### src/rtl/fri_pkg.sv
// ----------------------------------------------------------------------------
// fri_pkg
// Shared types and constants for the fuzzy rule inference block.
// ----------------------------------------------------------------------------
`default_nettype none

package fri_pkg;

    localparam int MAX_RULES_DEF = 64;
    localparam int DEG_W         = 16;
    localparam int DIV_Q_W       = 17;
    localparam int QDEPTH        = 2;
    localparam logic [DEG_W-1:0] PEAK_RESET = 16'hFFFF;

    typedef enum logic [1:0] {
        KIND_ZERO,
        KIND_FLAT,
        KIND_SLOPE
    } t_kind;

    typedef struct packed {
        t_kind               kind;
        logic [15:0]         num;
        logic [15:0]         den;
        logic [DEG_W-1:0]    height;
        logic signed [15:0]  rule_output;
        logic                last_term;
        logic                last_rule;
    } t_term;

    typedef struct packed {
        logic                done;
        logic                rem_nz;
        logic [DIV_Q_W-1:0]  quot;
    } t_div_res;

    typedef struct packed {
        logic signed [15:0]  crisp_output;
        logic                no_rule_fired;
        logic [6:0]          fired_rules;
    } t_result;

endpackage

`default_nettype wire

### src/rtl/fri_front.sv
// ----------------------------------------------------------------------------
// fri_front
// Accepts antecedent terms and sorts each into zero, flat top or slope,
// with the slope numerator and denominator worked out for the back end.
// ----------------------------------------------------------------------------
`default_nettype none

module fri_front (
    input  wire logic          i_s_tvalid,
    output logic               o_s_tready,
    input  wire logic [127:0]  i_s_tdata,
    input  wire logic          i_s_tlast,
    input  wire logic          i_s_tuser,
    input  wire logic          i_full,
    output logic               o_push,
    output fri_pkg::t_term     o_term
);

    logic signed [15:0] w_xi;
    logic signed [15:0] w_ci;
    logic [15:0]        w_lb;
    logic [15:0]        w_lt;
    logic [15:0]        w_rb;
    logic [15:0]        w_rt;
    logic signed [17:0] w_x;
    logic signed [17:0] w_c;
    logic signed [17:0] w_lo;
    logic signed [17:0] w_hi;
    logic signed [17:0] w_lsh;
    logic signed [17:0] w_rsh;
    logic signed [17:0] w_lnum;
    logic signed [17:0] w_rnum;

    always_comb begin
        w_xi   = i_s_tdata[15:0];
        w_ci   = i_s_tdata[31:16];
        w_lb   = i_s_tdata[47:32];
        w_lt   = i_s_tdata[63:48];
        w_rb   = i_s_tdata[79:64];
        w_rt   = i_s_tdata[95:80];
        w_x    = {{2{w_xi[15]}}, w_xi};
        w_c    = {{2{w_ci[15]}}, w_ci};
        w_lo   = w_c - $signed({2'b00, w_lb});
        w_hi   = w_c + $signed({2'b00, w_rb});
        w_lsh  = w_c - $signed({2'b00, w_lt});
        w_rsh  = w_c + $signed({2'b00, w_rt});
        w_lnum = w_x - w_lo;
        w_rnum = w_hi - w_x;

        o_term.height      = i_s_tdata[111:96];
        o_term.rule_output = i_s_tdata[127:112];
        o_term.last_term   = i_s_tuser;
        o_term.last_rule   = i_s_tlast;
        o_term.kind        = fri_pkg::KIND_FLAT;
        o_term.num         = '0;
        o_term.den         = '0;

        if (w_x < w_lo || w_x > w_hi) begin
            o_term.kind = fri_pkg::KIND_ZERO;
        end else if (w_x < w_c) begin
            if (w_x < w_lsh) begin
                o_term.kind = fri_pkg::KIND_SLOPE;
                o_term.num  = w_lnum[15:0];
                o_term.den  = w_lb - w_lt;
            end
        end else if (w_x > w_rsh) begin
            o_term.kind = fri_pkg::KIND_SLOPE;
            o_term.num  = w_rnum[15:0];
            o_term.den  = w_rb - w_rt;
        end
    end

    assign o_s_tready = !i_full;
    assign o_push     = i_s_tvalid && !i_full;

endmodule

`default_nettype wire

### src/rtl/fri_queue.sv
// ----------------------------------------------------------------------------
// fri_queue
// Short first-in first-out queue of classified terms between the front
// and back ends.
// ----------------------------------------------------------------------------
`default_nettype none

module fri_queue (
    input  wire logic            i_clk,
    input  wire logic            i_rst_n,
    input  wire logic            i_push,
    input  wire fri_pkg::t_term  i_term,
    output logic                 o_full,
    input  wire logic            i_pop,
    output fri_pkg::t_term       o_head,
    output logic                 o_empty
);

    localparam int PTR_W = (fri_pkg::QDEPTH > 1) ? $clog2(fri_pkg::QDEPTH) : 1;
    localparam int CNT_W = $clog2(fri_pkg::QDEPTH + 1);

    fri_pkg::t_term r_mem [fri_pkg::QDEPTH];
    logic [PTR_W-1:0] r_wptr;
    logic [PTR_W-1:0] r_rptr;
    logic [CNT_W-1:0] r_cnt;
    logic [PTR_W-1:0] n_wptr;
    logic [PTR_W-1:0] n_rptr;

    always_comb begin
        n_wptr = (r_wptr == PTR_W'(fri_pkg::QDEPTH - 1)) ? '0 : r_wptr + 1'b1;
        n_rptr = (r_rptr == PTR_W'(fri_pkg::QDEPTH - 1)) ? '0 : r_rptr + 1'b1;
    end

    always_ff @(posedge i_clk) begin
        if (i_push) begin
            r_mem[r_wptr] <= i_term;
        end
        if (!i_rst_n) begin
            r_wptr <= '0;
            r_rptr <= '0;
            r_cnt  <= '0;
        end else begin
            if (i_push) begin
                r_wptr <= n_wptr;
            end
            if (i_pop) begin
                r_rptr <= n_rptr;
            end
            if (i_push && !i_pop) begin
                r_cnt <= r_cnt + 1'b1;
            end else if (!i_push && i_pop) begin
                r_cnt <= r_cnt - 1'b1;
            end
        end
    end

    assign o_head  = r_mem[r_rptr];
    assign o_full  = (r_cnt == CNT_W'(fri_pkg::QDEPTH));
    assign o_empty = (r_cnt == '0);

endmodule

`default_nettype wire

### src/rtl/fri_div.sv
// ----------------------------------------------------------------------------
// fri_div
// Shared restoring divider, one quotient bit per cycle, for the slope
// degrees and the final weighted average.
// ----------------------------------------------------------------------------
`default_nettype none

module fri_div #(
    parameter int NUM_W = 39,
    parameter int DEN_W = 22
) (
    input  wire logic             i_clk,
    input  wire logic             i_rst_n,
    input  wire logic             i_start,
    input  wire logic [NUM_W-1:0] i_numer,
    input  wire logic [DEN_W-1:0] i_denom,
    output fri_pkg::t_div_res     o_res
);

    localparam int Q_W  = fri_pkg::DIV_Q_W;
    localparam int RW   = (NUM_W > DEN_W + Q_W) ? NUM_W : DEN_W + Q_W;
    localparam int CT_W = $clog2(Q_W + 1);

    logic            r_busy;
    logic            r_done;
    logic [CT_W-1:0] r_cnt;
    logic [RW-1:0]   r_rem;
    logic [RW-1:0]   r_dsh;
    logic [Q_W-1:0]  r_q;
    logic            w_ge;
    logic [RW-1:0]   n_rem;

    always_comb begin
        w_ge  = (r_rem >= r_dsh);
        n_rem = w_ge ? r_rem - r_dsh : r_rem;
    end

    always_ff @(posedge i_clk) begin
        if (!i_rst_n) begin
            r_busy <= 1'b0;
            r_done <= 1'b0;
            r_cnt  <= '0;
        end else begin
            r_done <= 1'b0;
            if (i_start) begin
                r_rem  <= RW'(i_numer);
                r_dsh  <= RW'(i_denom) << (Q_W - 1);
                r_q    <= '0;
                r_cnt  <= CT_W'(Q_W);
                r_busy <= 1'b1;
            end else if (r_busy) begin
                r_rem <= n_rem;
                r_dsh <= r_dsh >> 1;
                r_q   <= {r_q[Q_W-2:0], w_ge};
                r_cnt <= r_cnt - 1'b1;
                if (r_cnt == CT_W'(1)) begin
                    r_busy <= 1'b0;
                    r_done <= 1'b1;
                end
            end
        end
    end

    assign o_res.done   = r_done;
    assign o_res.rem_nz = |r_rem;
    assign o_res.quot   = r_q;

endmodule

`default_nettype wire

### src/rtl/fri_back.sv
// ----------------------------------------------------------------------------
// fri_back
// Sequencer that finishes each term's degree, folds it into the rule
// minimum, accumulates fired rules and forms the weighted average.
// ----------------------------------------------------------------------------
`default_nettype none

module fri_back #(
    parameter int MAX_RULES = fri_pkg::MAX_RULES_DEF,
    parameter int NUM_W     = 39,
    parameter int DEN_W     = 22
) (
    input  wire logic               i_clk,
    input  wire logic               i_rst_n,
    input  wire logic               i_cfg_we,
    input  wire logic [15:0]        i_cfg_wdata,
    input  wire logic               i_empty,
    input  wire fri_pkg::t_term     i_head,
    output logic                    o_pop,
    output logic                    o_div_start,
    output logic [NUM_W-1:0]        o_div_numer,
    output logic [DEN_W-1:0]        o_div_denom,
    input  wire fri_pkg::t_div_res  i_div,
    output logic                    o_valid,
    input  wire logic               i_ready,
    output fri_pkg::t_result        o_result
);

    localparam int CNT_W = $clog2(MAX_RULES + 1);
    localparam int CNT_X = CNT_W + 7;
    localparam int Q_W   = fri_pkg::DIV_Q_W;

    typedef enum logic [3:0] {
        S_IDLE,
        S_CALC,
        S_DSTART,
        S_DWAIT,
        S_MIN,
        S_ACC,
        S_END,
        S_FWAIT,
        S_OUT
    } t_state;

    t_state                    r_state;
    fri_pkg::t_term            r_cur;
    logic [15:0]               r_deg;
    logic [31:0]               r_prod;
    logic [15:0]               r_min;
    logic [15:0]               r_peak;
    logic [15:0]               r_w;
    logic signed [32:0]        r_wprod;
    logic [DEN_W-1:0]          r_wsum;
    logic signed [NUM_W-1:0]   r_psum;
    logic [CNT_W-1:0]          r_cnt;
    logic [15:0]               r_held;
    logic                      r_neg;
    logic [15:0]               r_res;
    logic                      r_nofire;
    logic                      r_ovalid;
    fri_pkg::t_result          r_out;

    logic [15:0]               n_min;
    logic [31:0]               w_prod;
    logic signed [32:0]        w_wprod;
    logic [NUM_W-1:0]          w_abs;
    logic [Q_W:0]              n_fres;
    logic [CNT_X-1:0]          w_cnt_x;

    always_comb begin
        n_min   = (r_deg < r_min) ? r_deg : r_min;
        w_prod  = r_cur.num * r_cur.height;
        w_wprod = $signed({1'b0, n_min}) * r_cur.rule_output;
        w_abs   = r_psum[NUM_W-1] ? NUM_W'(-r_psum) : NUM_W'(r_psum);
        n_fres  = r_neg ? (-{1'b0, i_div.quot}) - (Q_W + 1)'(i_div.rem_nz)
                        : {1'b0, i_div.quot};
        w_cnt_x = CNT_X'(r_cnt);

        o_pop       = (r_state == S_IDLE) && !i_empty;
        o_div_start = (r_state == S_DSTART) ||
                      ((r_state == S_END) && r_cur.last_rule && (r_cnt != '0));
        if (r_state == S_DSTART) begin
            o_div_numer = NUM_W'(r_prod);
            o_div_denom = DEN_W'(r_cur.den);
        end else begin
            o_div_numer = w_abs;
            o_div_denom = r_wsum;
        end
    end

    always_ff @(posedge i_clk) begin
        if (!i_rst_n) begin
            r_state  <= S_IDLE;
            r_min    <= fri_pkg::PEAK_RESET;
            r_peak   <= fri_pkg::PEAK_RESET;
            r_wsum   <= '0;
            r_psum   <= '0;
            r_cnt    <= '0;
            r_held   <= '0;
            r_ovalid <= 1'b0;
        end else begin
            if (i_cfg_we) begin
                r_peak <= i_cfg_wdata;
            end
            if (r_ovalid && i_ready && (r_state != S_OUT)) begin
                r_ovalid <= 1'b0;
            end
            case (r_state)
                S_IDLE: begin
                    if (!i_empty) begin
                        r_cur   <= i_head;
                        r_state <= S_CALC;
                    end
                end
                S_CALC: begin
                    case (r_cur.kind)
                        fri_pkg::KIND_SLOPE: begin
                            r_prod  <= w_prod;
                            r_state <= S_DSTART;
                        end
                        fri_pkg::KIND_FLAT: begin
                            r_deg   <= r_cur.height;
                            r_state <= S_MIN;
                        end
                        default: begin
                            r_deg   <= '0;
                            r_state <= S_MIN;
                        end
                    endcase
                end
                S_DSTART: begin
                    r_state <= S_DWAIT;
                end
                S_DWAIT: begin
                    if (i_div.done) begin
                        r_deg   <= i_div.quot[15:0];
                        r_state <= S_MIN;
                    end
                end
                S_MIN: begin
                    if (!(r_cur.last_term || r_cur.last_rule)) begin
                        r_min   <= n_min;
                        r_state <= S_IDLE;
                    end else begin
                        r_min   <= r_peak;
                        r_w     <= n_min;
                        r_wprod <= w_wprod;
                        if (n_min != '0 && r_cnt < CNT_W'(MAX_RULES)) begin
                            r_state <= S_ACC;
                        end else begin
                            r_state <= S_END;
                        end
                    end
                end
                S_ACC: begin
                    r_wsum  <= r_wsum + DEN_W'(r_w);
                    r_psum  <= r_psum + NUM_W'(r_wprod);
                    r_cnt   <= r_cnt + 1'b1;
                    r_state <= S_END;
                end
                S_END: begin
                    if (!r_cur.last_rule) begin
                        r_state <= S_IDLE;
                    end else if (r_cnt == '0) begin
                        r_res    <= r_held;
                        r_nofire <= 1'b1;
                        r_state  <= S_OUT;
                    end else begin
                        r_neg    <= r_psum[NUM_W-1];
                        r_nofire <= 1'b0;
                        r_state  <= S_FWAIT;
                    end
                end
                S_FWAIT: begin
                    if (i_div.done) begin
                        r_res   <= n_fres[15:0];
                        r_state <= S_OUT;
                    end
                end
                S_OUT: begin
                    if (!r_ovalid || i_ready) begin
                        r_ovalid            <= 1'b1;
                        r_out.crisp_output  <= r_res;
                        r_out.no_rule_fired <= r_nofire;
                        r_out.fired_rules   <= w_cnt_x[6:0];
                        r_held              <= r_res;
                        r_wsum              <= '0;
                        r_psum              <= '0;
                        r_cnt               <= '0;
                        r_state             <= S_IDLE;
                    end
                end
                default: begin
                    r_state <= S_IDLE;
                end
            endcase
        end
    end

    assign o_valid  = r_ovalid;
    assign o_result = r_out;

endmodule

`default_nettype wire

### src/rtl/fuzzy_rule_inference.sv
// In the back end a flat or zero term passes IDLE, CALC and MIN, then ACC (if the rule fired
// within the limit) and END when it closes a rule; a trapezoid side term also passes DSTART
// and DWAIT on the 17-step divider. A last-rule term then takes FWAIT for the final division
// (not if none fired) and OUT; a two-entry queue decouples input, popped only in IDLE.
// Reset: synchronous, active low; clears sums, count, held output, the queue and
// the result valid flag, and sets the peak register and rule minimum to full scale.
// ----------------------------------------------------------------------------
// fuzzy_rule_inference
// Sugeno fuzzy inference over streamed antecedent terms: trapezoid degree,
// minimum per rule and weighted average of the fired rule outputs.
// ----------------------------------------------------------------------------
`default_nettype none

module fuzzy_rule_inference #(
    parameter int MAX_RULES = fri_pkg::MAX_RULES_DEF
) (
    input  wire logic          i_clk,
    input  wire logic          i_rst_n,
    input  wire logic          i_cfg_we,
    input  wire logic [15:0]   i_cfg_wdata,
    input  wire logic          i_s_tvalid,
    output logic               o_s_tready,
    // crisp_input, set_centre, left_base_width, left_top_width,
    // right_base_width, right_top_width, set_height, rule_output
    input  wire logic [127:0]  i_s_tdata,
    // last_rule
    input  wire logic          i_s_tlast,
    // last_term
    input  wire logic          i_s_tuser,
    output logic               o_m_tvalid,
    input  wire logic          i_m_tready,
    // crisp_output, fired_rules, one zero pad bit
    output logic [23:0]        o_m_tdata,
    // no_rule_fired
    output logic               o_m_tuser
);

    localparam int LOG_R = $clog2(MAX_RULES);
    localparam int NUM_W = 33 + LOG_R;
    localparam int DEN_W = 16 + LOG_R;

    logic              w_push;
    logic              w_full;
    logic              w_pop;
    logic              w_empty;
    fri_pkg::t_term    w_term;
    fri_pkg::t_term    w_head;
    logic              w_div_start;
    logic [NUM_W-1:0]  w_div_numer;
    logic [DEN_W-1:0]  w_div_denom;
    fri_pkg::t_div_res w_div;
    fri_pkg::t_result  w_result;

    fri_front u_front (
        .i_s_tvalid (i_s_tvalid),
        .o_s_tready (o_s_tready),
        .i_s_tdata  (i_s_tdata),
        .i_s_tlast  (i_s_tlast),
        .i_s_tuser  (i_s_tuser),
        .i_full     (w_full),
        .o_push     (w_push),
        .o_term     (w_term)
    );

    fri_queue u_queue (
        .i_clk   (i_clk),
        .i_rst_n (i_rst_n),
        .i_push  (w_push),
        .i_term  (w_term),
        .o_full  (w_full),
        .i_pop   (w_pop),
        .o_head  (w_head),
        .o_empty (w_empty)
    );

    fri_div #(
        .NUM_W (NUM_W),
        .DEN_W (DEN_W)
    ) u_div (
        .i_clk   (i_clk),
        .i_rst_n (i_rst_n),
        .i_start (w_div_start),
        .i_numer (w_div_numer),
        .i_denom (w_div_denom),
        .o_res   (w_div)
    );

    fri_back #(
        .MAX_RULES (MAX_RULES),
        .NUM_W     (NUM_W),
        .DEN_W     (DEN_W)
    ) u_back (
        .i_clk       (i_clk),
        .i_rst_n     (i_rst_n),
        .i_cfg_we    (i_cfg_we),
        .i_cfg_wdata (i_cfg_wdata),
        .i_empty     (w_empty),
        .i_head      (w_head),
        .o_pop       (w_pop),
        .o_div_start (w_div_start),
        .o_div_numer (w_div_numer),
        .o_div_denom (w_div_denom),
        .i_div       (w_div),
        .o_valid     (o_m_tvalid),
        .i_ready     (i_m_tready),
        .o_result    (w_result)
    );

    assign o_m_tdata = {1'b0, w_result.fired_rules, w_result.crisp_output};
    assign o_m_tuser = w_result.no_rule_fired;

endmodule

`default_nettype wire

### config.mk
export PLATFORM = sky130hd
export DESIGN_NAME = fuzzy_rule_inference
export DESIGN_NICKNAME = d
export VERILOG_FILES = /design/src/rtl/fri_pkg.sv /design/src/rtl/fri_front.sv /design/src/rtl/fri_queue.sv /design/src/rtl/fri_div.sv /design/src/rtl/fri_back.sv /design/src/rtl/fuzzy_rule_inference.sv
export SDC_FILE = /design/constraint.sdc
export NUM_CORES = 2
export LEC_CHECK = 0
export ABC_AREA = 1
export BUFFER_PORTS_ARGS = -buffer_cell sky130_fd_sc_hd__buf_2
export CORE_UTILIZATION = 36
export CTS_BUF_LIST = sky130_fd_sc_hd__clkbuf_4 sky130_fd_sc_hd__clkbuf_8
export CTS_CLUSTER_SIZE = 14
export DETAILED_ROUTE_END_ITERATION = 10
export GPL_ROUTABILITY_DRIVEN = 0
export GPL_TIMING_DRIVEN = 0
export PLACE_DENSITY = 0.63
export SETUP_SLACK_MARGIN = 0.02
export SYNTH_ARGS = -nofsm -noshare
export SYNTH_HDL_FRONTEND = slang
export SYNTH_SLANG_ARGS = --single-unit
### constraint.sdc
create_clock -name i_clk -period 19.8 [get_ports i_clk]
set_input_delay 0.99 -clock i_clk [delete_from_list [all_inputs] [get_ports i_clk]]
set_output_delay 0.99 -clock i_clk [all_outputs]
set_load 0.01 [all_outputs]
# Yosys cells after proc, flatten, opt, wreduce, memory -nomap -nowiden
# Memory sizes are Yosys's and may differ from the RTL's. A register that Yosys moved wholly into a read port is not among the register bits.
# Index checks and enable logic that the tools add are counted.
# word_totals
ff_bits,364
mem_count,1
out_inout_bits,27
inputBits,151
ram_bits,136
wordCells,185
# mem_list
memory,depth,word_bits,rd,rd_clocked_by_memory_dff,write_ports,line_no,source
u_queue.r_mem,2,68,1,1,1,fri_queue.sv:22,fri_pkg::t_term r_mem [fri_pkg::QDEPTH];
# classes
n_addsub,20
bitwise_logic,4
order_cmp,8
reduce_logical,45
mux,56
mul,2
n_eq_ne,20
# ops
operator,count
39-bit two-way mux,6
16-bit two-way mux,8
34-bit two-way mux,3
16-bit one-hot mux with 2 select lines,3
39-bit one-hot mux with 2 select lines,1
38-bit two-way mux,2
16-bit subtractor,4
22-bit two-way mux,2
22-bit one-hot mux with 2 select lines,1
39-bit by 33-bit adder with 39-bit output,1
39-bit by 38-bit >= comparator with 1-bit output,1
39-bit negation,1
39-bit OR reduction,1
39-bit by 38-bit subtractor with 39-bit output,1
16-bit by 17-bit adder with 18-bit output,2
16-bit by 18-bit > comparator with 1-bit output,2
16-bit by 18-bit less-than comparator with 1-bit output,2
4-bit one-hot mux with 9 select lines,1
16-bit by 17-bit subtractor with 18-bit output,2
17-bit by 16-bit multiplier with 33-bit output,1
16-bit less-than comparator,2
16-bit by 16-bit multiplier with 32-bit output,1
32-bit two-way mux,1
4-bit two-way mux,7
other kinds (41),99

# Longest topological paths before layout
# logic_depth
ltp_word,7
mapped_depth,39
mapped_depth_nobuf,38

# By module
# A second synthesis with hierarchy kept.
# unflattened
hier_cells,7056
hier_area_um2,56010.0
# modules_own_cells
mod,area_per_inst_um2,cells_each,seq_area_each_um2,n_inst
fri_back,34182.8,4186,8638.3,1
fri_front,9467.8,1630,0.0,1
fri_div,7123.1,991,2962.8,1
fri_queue,5225.0,247,4184.0,1
fuzzy_rule_inference,11.3,2,0.0,1

# Worst setup path before layout
# OpenSTA, ideal clock, no wires.
# synth_timing
path_type,register to register
from,register u_back.r_deg[9]
to,"register u_back.r_wprod[28], data pin"
setup_ns,0.260
path_slack_ns,12.892
path_stages_with_launch,30
arrival_ns,6.648
path_buffers,2
t_required_ns,19.540
path_cell_list,edfxtp_1 > ha_1 > a21oi_1 > o21ai_0 > a21oi_4 > buf_2 > nand3_1 > nand2_1 > clkbuf_1 > nand2_1 > fa_1 > fa_1 > inv_1 > fa_1 > fa_1 > fa_1 > inv_1 > fa_1 > inv_1 > ha_1 > a21o_1 > a31oi_1 > nand2_1 > a31oi_1 > o21ai_1 > a21boi_1 > o21ai_0 > nand2_1 > nand2_1 > xor2_1
# synth_via
elab_chain_len,3
# synth_lines
element,line_no,source
from (decl),fri_back.sv:47,logic [15:0] r_deg;
from (signal assigned),fri_back.sv:122,r_deg <= r_cur.height;
from (signal assigned),fri_back.sv:136,r_deg <= i_div.quot[15:0];
16-bit less-than comparator,fri_back.sv:71,n_min = (r_deg < r_min) ? r_deg : r_min;
16-bit two-way mux,fri_back.sv:71,
via u_back.n_min[12],fri_back.sv:63,logic [15:0] n_min;
17-bit by 16-bit multiplier with 33-bit output,fri_back.sv:73,"w_wprod = $signed({1'b0, n_min}) * r_cur.rule_output;"
via u_back.w_wprod[28],fri_back.sv:65,logic signed [32:0] w_wprod;
to (signal assigned),fri_back.sv:147,r_wprod <= w_wprod;
to (decl),fri_back.sv:52,logic signed [32:0] r_wprod;
# The timed path passes the listed nets, and every way through them passes these cells.
# A chain may end at the register's enable or synchronous reset.

# Worst setup path in the final report
# layout_timing
from,register u_back.r_deg[9]
to,"register u_back.r_wprod[27], data pin"
# The elaborated chain is that of the path after synthesis.

==> flow_summary.json <==
{
  "rsz0062_at_grt": "no",
  "cts_hold_buf": 0,
  "syn_to_final_growth_pct": 10.7,
  "synthMuxAreaShare_pct": 0,
  "async_reset_ff_share_pct": 0,
  "synth_top_family_by_area": "adder cells",
  "endpoint_kind": "flop",
  "nFillCells": 14807,
  "vias": 45868,
  "cts_made_buffers": 96,
  "synth_cell_types": 60,
  "portBuffers": 175,
  "routed_wl_um": 166000,
  "finalSetupViolCount": 0,
  "slowest_delay_ns": 0.71,
  "grt_pass1_wl_um": 254000,
  "avgSynthCellArea_um2": 8.20,
  "num_rows": 140,
  "ys_ff_latch": 568,
  "cts_resized": 0,
  "chipWidth_um": 386,
  "io_pins": 178,
  "dieArea_um2": 149000,
  "startpoint_type": "flop",
  "ys_warn_count": 0,
  "crit_buf_inv": 7,
  "die_y_um": 386,
  "clock-root-buffer": "clkbuf_8",
  "nets": 7868,
  "synth_top_area_cell": "edfxtp_1",
  "firstDrtPassIters": 7,
  "drv_slew": 0,
  "register_area_um2": 15700,
  "finClkSkew_ns": 0.0654,
  "fin_tns_setup_ns": 0,
  "drtIter0Drc": 4122,
  "htree_levels": 3,
  "synth_edf_count": 436,
  "antenna_found_initial": 6,
  "max_freq_mhz": 118,
  "cp_top_family": "adder cells",
  "first_global_vias": 45387,
  "yosys-top-cells-area": "edfxtp_1 (25%), fa_1 (15%), ha_1 (13%)",
  "drive_gt1_share_pct": 6.25,
  "cts.path.max_buffers": 3,
  "ant_nets": 0,
  "synth.top_cell.area_share_pct": 24.6,
  "synth_compound_area_share_pct": 12.3,
  "synthFlopType": "edfxtp_1",
  "period_needed_ns": 8.50,
  "cts_setup_buffers": 0,
  "fin_crit_sh_pct": 42.9,
  "grt_overflow": 0,
  "status": "finished clean",
  "clkTransAtPathRegs_ns": 0.06,
  "syn_area_um2": 53100,
  "clock_latency_ns": 0.79,
  "cpMaxStageDelayCell": "buf_1",
  "ys_seq_area_share_pct": 29.6,
  "critPathMaxFanout": 10,
  "postSynthNetCount": 7583,
  "hold_class": "input pin to flop",
  "multi_input_area_um2": 32400,
  "crit_required_ns": 20.32,
  "synth_most_common_cell": "nand2_1",
  "synthAdderAreaFrac_pct": 28.1,
  "cpMostUsedCell": "fa_1",
  "netlist_instances": 6478,
  "synth-simple-area-share_pct": 17.1,
  "synth_commonest_cells": "nand2_1 (1393), inv_1 (1120), ha_1 (555)",
  "cp.arrival_ns": 9.02,
  "via_per_inst": 5.23,
  "start_util_pct": 36.4,
  "hold_viol_final": 0,
  "grt_max_degree": 44,
  "core_um2": 146000,
  "crit_type": "flop to flop",
  "wl_per_cell_um": 18.9,
  "cap_violations": 0,
  "post-route-drc-count": 0,
  "grt.total_usage_pct": 22.1,
  "cts_tree": "done",
  "cts_sinks": 568,
  "dp_hpwl_um": 135000,
  "synth_xor_xnor_area_share_pct": 3.43,
  "worst_pin_slew_ns": 1.37,
  "relSlewSlack_pct": 8.35
}
-- worst reg2reg max path: cells and delay by family (launching register included) --
family                   cells  cell delay (ns)
adder cells (fa/ha/maj)      8             3.82
AO/OA/AOI/OAI                9             1.96
buffers and inverters        7             1.25
AND/OR/NAND/NOR              3             0.56
flip-flops                   1             0.51
XOR/XNOR                     1             0.17
-- cell families (layout without fill, tap and decap cells) --
| kind of cell | count (synthesis) | in the layout |
|---|---|---|
| buf+inv | 1329 | 1694 |
| simple gates | 2252 | 2252 |
| other cells | 1 | 5 |
| flops | 568 | 568 |
| compound gates | 1166 | 1166 |
| fa+ha+maj | 954 | 954 |
| xor+xnor | 208 | 208 |
-- area by class of cell --
cell class / count / area share (%)
sequential: 568 / 26.7
clock inverter: 47 / 0.859
inverter: 1133 / 7.23
timing repair buffer: 187 / 1.88
tap: 1917 / 4.08
buffer: 196 / 1.30
clock buffer: 131 / 2.78
multi-input combinational: 4581 / 55.1
antenna: 4 / 0.0170
-- flip-flops by register name, indices dropped and copies added, names as in the netlist, 2 cells and up --
| name | flops |
|---|---|
| u_back.r_res | 16 |
| u_back.r_wsum | 22 |
| u_back.r_peak | 16 |
| u_back.r_cnt | 7 |
| u_back.r_deg | 16 |
| u_queue.r_cnt | 2 |
| u_div.r_rem | 39 |
| u_back.r_cur | 68 |
| u_back.r_w | 16 |
| u_div.r_dsh | 38 |
| u_div.r_cnt | 5 |
| u_back.r_min | 16 |
| u_back.r_prod | 32 |
| u_back.r_state | 4 |
| u_queue.r_mem | 136 |
| u_back.r_wprod | 33 |
| u_back.r_held | 16 |
| u_div.r_q | 16 |
| u_back.r_psum | 39 |
| u_back.o_result | 24 |
-- metrics by stage --
stage | cell area [um^2] | hold slack (ns) | std cells | setup WS, ns | util [%]
after floorplan | 53100 | 0.400 | 6478 | 12.89 | -
after global placement | 56400 | 0.426 | 8570 | 11.42 | 38.6
after detailed placement | 56700 | 0.434 | 8582 | 11.41 | 38.8
after CTS | 58800 | 0.328 | 8760 | 11.40 | 40.3
after global routing | 58800 | 0.376 | 8761 | 10.97 | 40.3
final | 58800 | 0.390 | 8764 | 11.30 | 40.3
-- layout by cell type (no fill, tap or decap), types with 12 or more instances in the layout --
cell and instances:
o21ai_1 33, clkbuf_1 159, o21ai_0 346, buf_1 17, a221oi_1 22, nand3_1 200
a21o_1 32, nor4_1 19, inv_1 1118, xor2_1 132, clkbuf_4 27, or2_2 12
ha_1 555, o21bai_1 21, dfxtp_1 132, o21a_1 14, xnor2_1 76, buf_2 193
a211oi_1 19, clkinv_1 22, edfxtp_1 436, nand4_1 34, fa_1 399, nor2_1 505
a21oi_1 510, nand2_1 1393, clkbuf_8 104, a31oi_1 55, nor3_1 53, o31ai_1 13
o211ai_1 32
-- final timing paths --
check | start | end | slack [ns] | cells after the start
max | u_back.r_deg[9] | u_back.r_wprod[27] | 11.30 | 28
min | i_s_tlast | u_queue.r_mem[1][0] | 0.39 | 1
max reg2reg | u_back.r_deg[9] | u_back.r_wprod[27] | 11.30 | 28
min reg2reg | u_back.r_nofire | u_back.o_result[7] | 0.44 | 0
-- metal layers --
metal | GRT usage (%) | vias up | share of wire, %
li1 | - | 21667 | -
met1 | 28.3 | 21795 | 41
met2 | 35.4 | 1995 | 44
met3 | 4.66 | 405 | 9.6
met4 | 10.9 | 6 | 5.0
met5 | 0 | - | 0.022
Power is not shown: default switching activity piles up to over one toggle a cycle in this logic, so the estimate is an artifact.
